## config.mk

```make
export PLATFORM = sky130hd
export DESIGN_NAME = max_power_dividing_factorial
export DESIGN_NICKNAME = d
export VERILOG_FILES = /design/src/hdl/mpdf_pkg.sv /design/src/hdl/mpdf_divider.sv /design/src/hdl/max_power_dividing_factorial.sv
export VERILOG_INCLUDE_DIRS = /design/src /design/src/hdl
export SDC_FILE = /design/constraint.sdc
export NUM_CORES = 2
export LEC_CHECK = 0
export BUFFER_PORTS_ARGS = -buffer_cell sky130_fd_sc_hd__buf_2
export CAP_MARGIN = 40
export CORE_ASPECT_RATIO = 1.75
export CORE_MARGIN = 4
export CORE_UTILIZATION = 24
export DETAILED_ROUTE_END_ITERATION = 10
export PLACE_DENSITY = 0.49
export SYNTH_ARGS = -nofsm -noshare
export SYNTH_HDL_FRONTEND = slang
export SYNTH_SLANG_ARGS = --single-unit
```

## constraint.sdc

```tcl
create_clock -name aclk -period 19.8 [get_ports aclk]
set_input_delay 5.94 -clock aclk [delete_from_list [all_inputs] [get_ports aclk]]
set_output_delay 5.94 -clock aclk [all_outputs]
set_load 0.01 [all_outputs]
```

## src/hdl/max_power_dividing_factorial_assert.svh

```systemverilog
// Assertion macros for the max_power_dividing_factorial block.
// No dependencies; included by modules that carry assertions.
`ifndef MAX_POWER_DIVIDING_FACTORIAL_ASSERT_SVH
`define MAX_POWER_DIVIDING_FACTORIAL_ASSERT_SVH
`ifndef SYNTHESIS
`define MPDF_ASSERT_IMPL(label, clk, rst_n, prop) \
    label: assert property (@(posedge clk) disable iff (!rst_n) prop) \
        else $error("assertion failed");
`define MPDF_ASSERT_NEXT(label, clk, rst_n, cond, nxt) \
    label: assert property (@(posedge clk) disable iff (!rst_n) (cond) |=> (nxt)) \
        else $error("assertion failed");
`else
`define MPDF_ASSERT_IMPL(label, clk, rst_n, prop)
`define MPDF_ASSERT_NEXT(label, clk, rst_n, cond, nxt)
`endif
`endif

```

## src/hdl/mpdf_pkg.sv

```systemverilog
// Shared types and constants for the max_power_dividing_factorial block.
// No dependencies.
package mpdf_pkg;
    localparam int NUM_WIDTH = 16;
    localparam int CNT_WIDTH = $clog2(NUM_WIDTH + 1);

    // Divider request and response.
    typedef struct packed {
        logic                 start;
        logic [NUM_WIDTH-1:0] dividend;
        logic [NUM_WIDTH-1:0] divisor;
    } div_req_t;

    typedef struct packed {
        logic                 done;
        logic [NUM_WIDTH-1:0] quot;
        logic [NUM_WIDTH-1:0] rem;
    } div_rsp_t;
endpackage

```

## src/hdl/mpdf_divider.sv

```systemverilog
// Shared restoring divider, one quotient bit per cycle.
// Depends on mpdf_pkg and the assertion header.
`include "max_power_dividing_factorial_assert.svh"
module mpdf_divider
    import mpdf_pkg::*;
(
    input  logic     aclk,
    input  logic     aresetn,
    input  div_req_t req,
    output div_rsp_t rsp
);
    logic [NUM_WIDTH-1:0] quot_reg, quot_next;
    logic [NUM_WIDTH-1:0] rem_reg, rem_next;
    logic [NUM_WIDTH-1:0] dvs_reg, dvs_next;
    logic [CNT_WIDTH-1:0] cnt_reg, cnt_next;
    logic                 busy_reg, busy_next;
    logic                 done_reg, done_next;
    logic [NUM_WIDTH:0]   trial;
    logic [NUM_WIDTH:0]   diff;

    always_comb begin
        quot_next = quot_reg;
        rem_next  = rem_reg;
        dvs_next  = dvs_reg;
        cnt_next  = cnt_reg;
        busy_next = busy_reg;
        done_next = 1'b0;
        trial = {rem_reg, quot_reg[NUM_WIDTH-1]};
        diff  = trial - {1'b0, dvs_reg};
        if (req.start) begin
            quot_next = req.dividend;
            rem_next  = '0;
            dvs_next  = req.divisor;
            cnt_next  = CNT_WIDTH'(NUM_WIDTH);
            busy_next = 1'b1;
        end else if (busy_reg) begin
            if (!diff[NUM_WIDTH]) begin
                rem_next  = diff[NUM_WIDTH-1:0];
                quot_next = {quot_reg[NUM_WIDTH-2:0], 1'b1};
            end else begin
                rem_next  = trial[NUM_WIDTH-1:0];
                quot_next = {quot_reg[NUM_WIDTH-2:0], 1'b0};
            end
            cnt_next = cnt_reg - 1'b1;
            if (cnt_reg == CNT_WIDTH'(1)) begin
                busy_next = 1'b0;
                done_next = 1'b1;
            end
        end
    end

    always_ff @(posedge aclk) begin
        if (!aresetn) begin
            busy_reg <= 1'b0;
            done_reg <= 1'b0;
            cnt_reg  <= '0;
        end else begin
            busy_reg <= busy_next;
            done_reg <= done_next;
            cnt_reg  <= cnt_next;
        end
        quot_reg <= quot_next;
        rem_reg  <= rem_next;
        dvs_reg  <= dvs_next;
    end

    assign rsp.done = done_reg;
    assign rsp.quot = quot_reg;
    assign rsp.rem  = rem_reg;

    `MPDF_ASSERT_NEXT(a_done_ends_busy, aclk, aresetn, done_reg, !busy_reg)
    `MPDF_ASSERT_IMPL(a_done_excl_busy, aclk, aresetn, !(done_reg && busy_reg))
    `MPDF_ASSERT_NEXT(a_start_busy, aclk, aresetn, req.start, busy_reg)
endmodule

```

## src/hdl/max_power_dividing_factorial.sv

```systemverilog
// Top level of max_power_dividing_factorial: sequencer around one divider.
// Depends on mpdf_pkg, mpdf_divider and the assertion header.
//
//   channel | direction | ports
//   s_      | in        | s_valid s_ready s_base_value s_n_value
//   m_      | out       | m_valid m_ready m_power m_divisible m_base_invalid
//
// The time a beat takes varies with the divisions it needs, all run in turn
// on the single shared divider. Trial division of the base runs over
// candidates p with p*p <= rest, each candidate needing one division; each
// prime factor adds its divisions for the exponent and Legendre sum. Reset
// is synchronous and active low. A result waits in the output register
// while m_ready is low; no new beat is taken until it has been delivered.
`include "max_power_dividing_factorial_assert.svh"
module max_power_dividing_factorial
    import mpdf_pkg::*;
(
    input  logic                 aclk,
    input  logic                 aresetn,
    input  logic                 s_valid,
    output logic                 s_ready,
    input  logic [NUM_WIDTH-1:0] s_base_value,
    input  logic [NUM_WIDTH-1:0] s_n_value,
    output logic                 m_valid,
    input  logic                 m_ready,
    output logic [NUM_WIDTH-1:0] m_power,
    output logic                 m_divisible,
    output logic                 m_base_invalid
);
    // Sequencer states.
    localparam logic [3:0] ST_IDLE     = 4'd0;
    localparam logic [3:0] ST_TRY      = 4'd1; // divide rest by p
    localparam logic [3:0] ST_TRY_W    = 4'd2;
    localparam logic [3:0] ST_EXP      = 4'd3; // strip factor p from rest
    localparam logic [3:0] ST_EXP_W    = 4'd4;
    localparam logic [3:0] ST_LEG      = 4'd5; // n / pw term
    localparam logic [3:0] ST_LEG_W    = 4'd6;
    localparam logic [3:0] ST_QUOT     = 4'd7; // sum / e
    localparam logic [3:0] ST_QUOT_W   = 4'd8;
    localparam logic [3:0] ST_OUT      = 4'd9;
    localparam logic [3:0] ST_PW       = 4'd10; // pw * p product check

    localparam int SUM_WIDTH = NUM_WIDTH + 1;
    localparam int PW_WIDTH  = 2 * NUM_WIDTH;

    logic [3:0]           state_reg, state_next;
    logic [NUM_WIDTH-1:0] n_reg, n_next;
    logic [NUM_WIDTH-1:0] rest_reg, rest_next;
    logic [NUM_WIDTH-1:0] p_reg, p_next;
    logic [NUM_WIDTH-1:0] e_reg, e_next;
    logic [NUM_WIDTH-1:0] pw_reg, pw_next;
    logic [SUM_WIDTH-1:0] sum_reg, sum_next;
    logic [NUM_WIDTH-1:0] best_reg, best_next;
    logic                 have_reg, have_next;
    logic                 last_reg, last_next; // Legendre for the leftover prime
    logic                 inv_reg, inv_next;
    logic [PW_WIDTH-1:0]  prod_reg, prod_next;
    logic                 mv_reg, mv_next;

    div_req_t div_req;
    div_rsp_t div_rsp;

    mpdf_divider u_div (
        .aclk    (aclk),
        .aresetn (aresetn),
        .req     (div_req),
        .rsp     (div_rsp)
    );

    logic [PW_WIDTH-1:0] p_sq;
    assign p_sq = PW_WIDTH'(p_reg) * PW_WIDTH'(p_reg);

    always_comb begin
        state_next = state_reg;
        n_next     = n_reg;
        rest_next  = rest_reg;
        p_next     = p_reg;
        e_next     = e_reg;
        pw_next    = pw_reg;
        sum_next   = sum_reg;
        best_next  = best_reg;
        have_next  = have_reg;
        last_next  = last_reg;
        inv_next   = inv_reg;
        prod_next  = prod_reg;
        mv_next    = mv_reg;
        div_req    = '0;
        case (state_reg)
            ST_IDLE: begin
                if (s_valid && s_ready) begin
                    n_next    = s_n_value;
                    rest_next = s_base_value;
                    p_next    = NUM_WIDTH'(2);
                    have_next = 1'b0;
                    best_next = '0;
                    last_next = 1'b0;
                    inv_next  = s_base_value < NUM_WIDTH'(2);
                    state_next = (s_base_value < NUM_WIDTH'(2)) ? ST_OUT : ST_TRY;
                end
            end
            ST_TRY: begin
                // Candidate loop ends once p*p passes rest.
                if (p_sq > PW_WIDTH'(rest_reg)) begin
                    if (rest_reg > NUM_WIDTH'(1)) begin
                        p_next    = rest_reg;
                        e_next    = NUM_WIDTH'(1);
                        last_next = 1'b1;
                        pw_next   = rest_reg;
                        sum_next  = '0;
                        state_next = ST_LEG;
                    end else begin
                        state_next = ST_OUT;
                    end
                end else begin
                    div_req.start    = 1'b1;
                    div_req.dividend = rest_reg;
                    div_req.divisor  = p_reg;
                    state_next = ST_TRY_W;
                end
            end
            ST_TRY_W: begin
                if (div_rsp.done) begin
                    if (div_rsp.rem == '0) begin
                        rest_next  = div_rsp.quot;
                        e_next     = NUM_WIDTH'(1);
                        state_next = ST_EXP;
                    end else begin
                        p_next     = p_reg + 1'b1;
                        state_next = ST_TRY;
                    end
                end
            end
            ST_EXP: begin
                div_req.start    = 1'b1;
                div_req.dividend = rest_reg;
                div_req.divisor  = p_reg;
                state_next = ST_EXP_W;
            end
            ST_EXP_W: begin
                if (div_rsp.done) begin
                    if (div_rsp.rem == '0) begin
                        rest_next  = div_rsp.quot;
                        e_next     = e_reg + 1'b1;
                        state_next = ST_EXP;
                    end else begin
                        pw_next    = p_reg;
                        sum_next   = '0;
                        state_next = ST_LEG;
                    end
                end
            end
            ST_LEG: begin
                if (pw_reg > n_reg) begin
                    state_next = ST_QUOT;
                end else begin
                    div_req.start    = 1'b1;
                    div_req.dividend = n_reg;
                    div_req.divisor  = pw_reg;
                    state_next = ST_LEG_W;
                end
            end
            ST_LEG_W: begin
                if (div_rsp.done) begin
                    sum_next   = sum_reg + SUM_WIDTH'(div_rsp.quot);
                    prod_next  = PW_WIDTH'(pw_reg) * PW_WIDTH'(p_reg);
                    state_next = ST_PW;
                end
            end
            ST_PW: begin
                // Stop once the next power would exceed n.
                if (prod_reg > PW_WIDTH'(n_reg)) begin
                    state_next = ST_QUOT;
                end else begin
                    pw_next    = prod_reg[NUM_WIDTH-1:0];
                    state_next = ST_LEG;
                end
            end
            ST_QUOT: begin
                // The Legendre sum of n stays below n, so it fits the divider.
                div_req.start    = 1'b1;
                div_req.dividend = sum_reg[NUM_WIDTH-1:0];
                div_req.divisor  = e_reg;
                state_next = ST_QUOT_W;
            end
            ST_QUOT_W: begin
                if (div_rsp.done) begin
                    if (!have_reg || div_rsp.quot < best_reg) begin
                        best_next = div_rsp.quot;
                        have_next = 1'b1;
                    end
                    if (last_reg) begin
                        state_next = ST_OUT;
                    end else begin
                        p_next     = p_reg + 1'b1;
                        state_next = ST_TRY;
                    end
                end
            end
            ST_OUT: begin
                if (!mv_reg) begin
                    mv_next    = 1'b1;
                    state_next = ST_IDLE;
                end
            end
            default: begin
                state_next = ST_IDLE;
            end
        endcase
        if (mv_reg && m_ready) begin
            mv_next = 1'b0;
        end
    end

    always_ff @(posedge aclk) begin
        if (!aresetn) begin
            state_reg <= ST_IDLE;
            mv_reg    <= 1'b0;
        end else begin
            state_reg <= state_next;
            mv_reg    <= mv_next;
        end
        n_reg    <= n_next;
        rest_reg <= rest_next;
        p_reg    <= p_next;
        e_reg    <= e_next;
        pw_reg   <= pw_next;
        sum_reg  <= sum_next;
        best_reg <= best_next;
        have_reg <= have_next;
        last_reg <= last_next;
        inv_reg  <= inv_next;
        prod_reg <= prod_next;
    end

    // Idle and no result pending: the output register is free for the new beat.
    assign s_ready        = (state_reg == ST_IDLE) && !mv_reg;
    assign m_valid        = mv_reg;
    assign m_power        = inv_reg ? '0 : best_reg;
    assign m_divisible    = !inv_reg && (best_reg != '0);
    assign m_base_invalid = inv_reg;

    `MPDF_ASSERT_IMPL(a_ready_no_pending, aclk, aresetn, !(s_ready && m_valid))
    `MPDF_ASSERT_NEXT(a_accept_busy, aclk, aresetn, s_valid && s_ready, !s_ready)
    `MPDF_ASSERT_IMPL(a_inv_zero, aclk, aresetn, !(m_valid && m_base_invalid && m_divisible))
endmodule
```

==> out/results.ini <==
[place]
port_buffers = 55
hpwl_mm = 69.47
gp_congestion = 0.8724

[sta]
period_share_pct = 46.52
setup_violations = 0
tightest_slew_ns = 0.9196
final_hold_viol_count = 0
tns_ns = 0
slew_violations = 0
final.setup_skew_ns = 0.04995
rsz0062_at_grt = false
fmaxAchievable_mhz = 108.6
slew_headroom_pct = 38.70
period_needed_ns = 9.210

[synthesis]
synthFlopType = edfxtp_1
async_flop_share_pct = 0
ys_types = 77
synth_seq_area_share_pct = 21.25
syn_nets = 3698
yosys_warnings = 0
synth_top_area_share_pct = 25.73
synth_area_leader_cell = fa_1
syn_area_per_cell_um2 = 9.309
synthCells = 3001
ys_ff_latch = 207
synth_edf_count = 179
synth_area_um2 = 27940
ys_top_cells_by_area = fa_1, edfxtp_1, ha_1

[cells_and_area]
n_fill_cell = 12443
antenna_cells = 0
syn_to_final_growth_pct = 10.18
post-route-util_pct = 26.62
drive_gt1_share_pct = 6.128
largest_reg_flops = 32
final_nets = 3700
mostFrequentLayoutCell = inv_1
final_cell_mix = inv_1, fa_1, nand2_1

[detailed_routing]
vias = 21357
drc = 0
drt_iter0_markers = 1109
ant_nets = 0
via_per_inst = 4.723
routed_wl_mm = 86.71
drtPass1Iterations = 5
routedWlPerCell_um = 19.17

[clocking]
hold_buffers = 0
path_clk_slew_ns = 0.07
cts_tree = yes
cts_root_buf = clkbuf_16
cts_buffer_depth = 3
h-tree-depth = 1
numCtsBuffers = 24
post_cts_resized = 0
cts.sink_count = 207
post-cts-setup-buffer-count = 0
clk_latency_ns = 0.57

[global_routing]
track_usage_pct = 14.14
grt_use_met3_pct = 1.044
grt_use_met1_pct = 13.55
grt_pass1_wl_mm = 133.9
antenna_found_initial = 0
busiest_layer = met2
grt_max_degree = 42
met2_usage_pct = 29.08
grt_pass1_vias = 22982
globalRouteOverflowTotal = 0

[critical_path]
worstReg2RegStart = p_reg[4]$_DFFE_PP_
critPathKind = flop to flop
start_kind = flop
arrival_ns = 9.37
cp_max_fo = 37
endpoint_kind = flop
crit_required_ns = 19.96
startpoint = p_reg[4]$_DFFE_PP_

[floorplan]
io_pins = 56
die_x_um = 265.9
core_area_um2 = 115600
die_h_um = 459.3
num_rows = 165
die_area_um2 = 122100
start_util_pct = 24.16

[job]
drv_cap = 0

[min_path]
hp-start = u_div.cnt_reg[1]$_SDFFE_PP0P_
hold_path.class = flop to flop

[run_status]
outcome = complete, no violations

## stage by stage
| stage | area [um2] | cells | worst slack (ns) | hold WS, ns |
|---|---|---|---|---|
| 2_1_floorplan | 27940 | 3001 | 11.02 | 0.4689 |
| 3_3_place_gp | 29960 | 4476 | 10.69 | 0.4969 |
| 3_5_place_dp | 30000 | 4480 | 10.58 | 0.5110 |
| 4_1_cts | 30780 | 4522 | 10.53 | 0.5192 |
| 5_1_grt | 30780 | 4522 | 9.894 | 0.5410 |
| 6_report | 30780 | 4522 | 10.59 | 0.5124 |
## cells in the mapped netlist, types with 8 or more instances
| master | instances |
|---|---|
| edfxtp_1 | 179 |
| buf_1 | 9 |
| a211oi_1 | 29 |
| nor2b_1 | 20 |
| nor4_1 | 24 |
| and3_1 | 35 |
| o21a_1 | 16 |
| o22ai_1 | 19 |
| inv_1 | 545 |
| dfxtp_1 | 28 |
| nand4_1 | 25 |
| clkbuf_1 | 113 |
| nor2_1 | 158 |
| nand3_1 | 34 |
| or3_1 | 13 |
| xnor2_1 | 72 |
| and2_1 | 137 |
| fa_1 | 359 |
| o21bai_1 | 13 |
| mux2i_1 | 17 |
| nand2_1 | 357 |
| a21oi_1 | 96 |
| nor3_1 | 36 |
| a21o_1 | 45 |
| mux2_2 | 17 |
| ha_1 | 302 |
| a22o_1 | 16 |
| o21ai_0 | 68 |
| a221o_1 | 20 |
| a31oi_1 | 12 |
| o211ai_1 | 8 |
| xor2_1 | 37 |
| nand2b_1 | 17 |
| a22oi_1 | 33 |
## routing by layer
| layer | wire [um] | up-vias |
|---|---|---|
| li1 | - | 9842 |
| met1 | 28420 | 10801 |
| met2 | 49760 | 528 |
| met3 | 2807 | 186 |
| met4 | 5721 | 0 |
| met5 | 0 | - |
## cell families after synthesis
| group | count (synthesis) | synth area share [%] |
|---|---|---|
| xor+xnor | 110 | 3.476 |
| simple gates | 881 | 14.97 |
| mux | 34 | 1.294 |
| fa+ha+maj | 661 | 39.25 |
| compound gates | 429 | 10.46 |
| buf+inv | 679 | 9.298 |
| flops | 207 | 21.25 |
## path summary, 6_finish.rpt
check	endpoint	slack, ns	cells after the start
worst max-delay path	u_div.dvs_reg[6]$_DFFE_PP_	10.59	25
worst min-delay path	u_div.cnt_reg[1]$_SDFFE_PP0P_	0.51	2
worst max register to register	u_div.dvs_reg[6]$_DFFE_PP_	10.59	25
worst min register to register	u_div.cnt_reg[1]$_SDFFE_PP0P_	0.51	2
## layout make-up
| class | count | area, um2 | area share (%) |
|---|---|---|---|
| flip-flops and latches | 207 | 5936 | 19.29 |
| repair buffers | 108 | 685.7 | 2.228 |
| clock buffers | 28 | 615.6 | 2.000 |
| well taps | 1503 | 1881 | 6.110 |
| inverters | 547 | 2053 | 6.671 |
| clock inverters | 14 | 165.2 | 0.5366 |
| multi-input cells | 2115 | 19440 | 63.17 |
## critical path, stage by stage (launching register included)
cell and delay, ns:
edfxtp_1 0.85, buf_4 0.45, and2_1 0.20, fa_1 0.46
fa_1 0.50, ha_1 0.23, fa_1 0.55, inv_1 0.06
fa_1 0.39, fa_1 0.51, inv_1 0.04, ha_1 0.37
a2111oi_0 0.44, o21ai_0 0.26, a31o_2 0.30, a21oi_1 0.23
xnor2_1 0.10, ha_1 0.30, nand3_1 0.09, or3_1 0.37
o21ai_0 0.20, nand4_1 0.11, nor4_1 0.17, and4_1 0.59
a31oi_4 0.38, inv_2 0.64
Power is left out: the tool's default activity adds up to more than one toggle a clock period on the data nets, which glitch-free logic cannot reach.
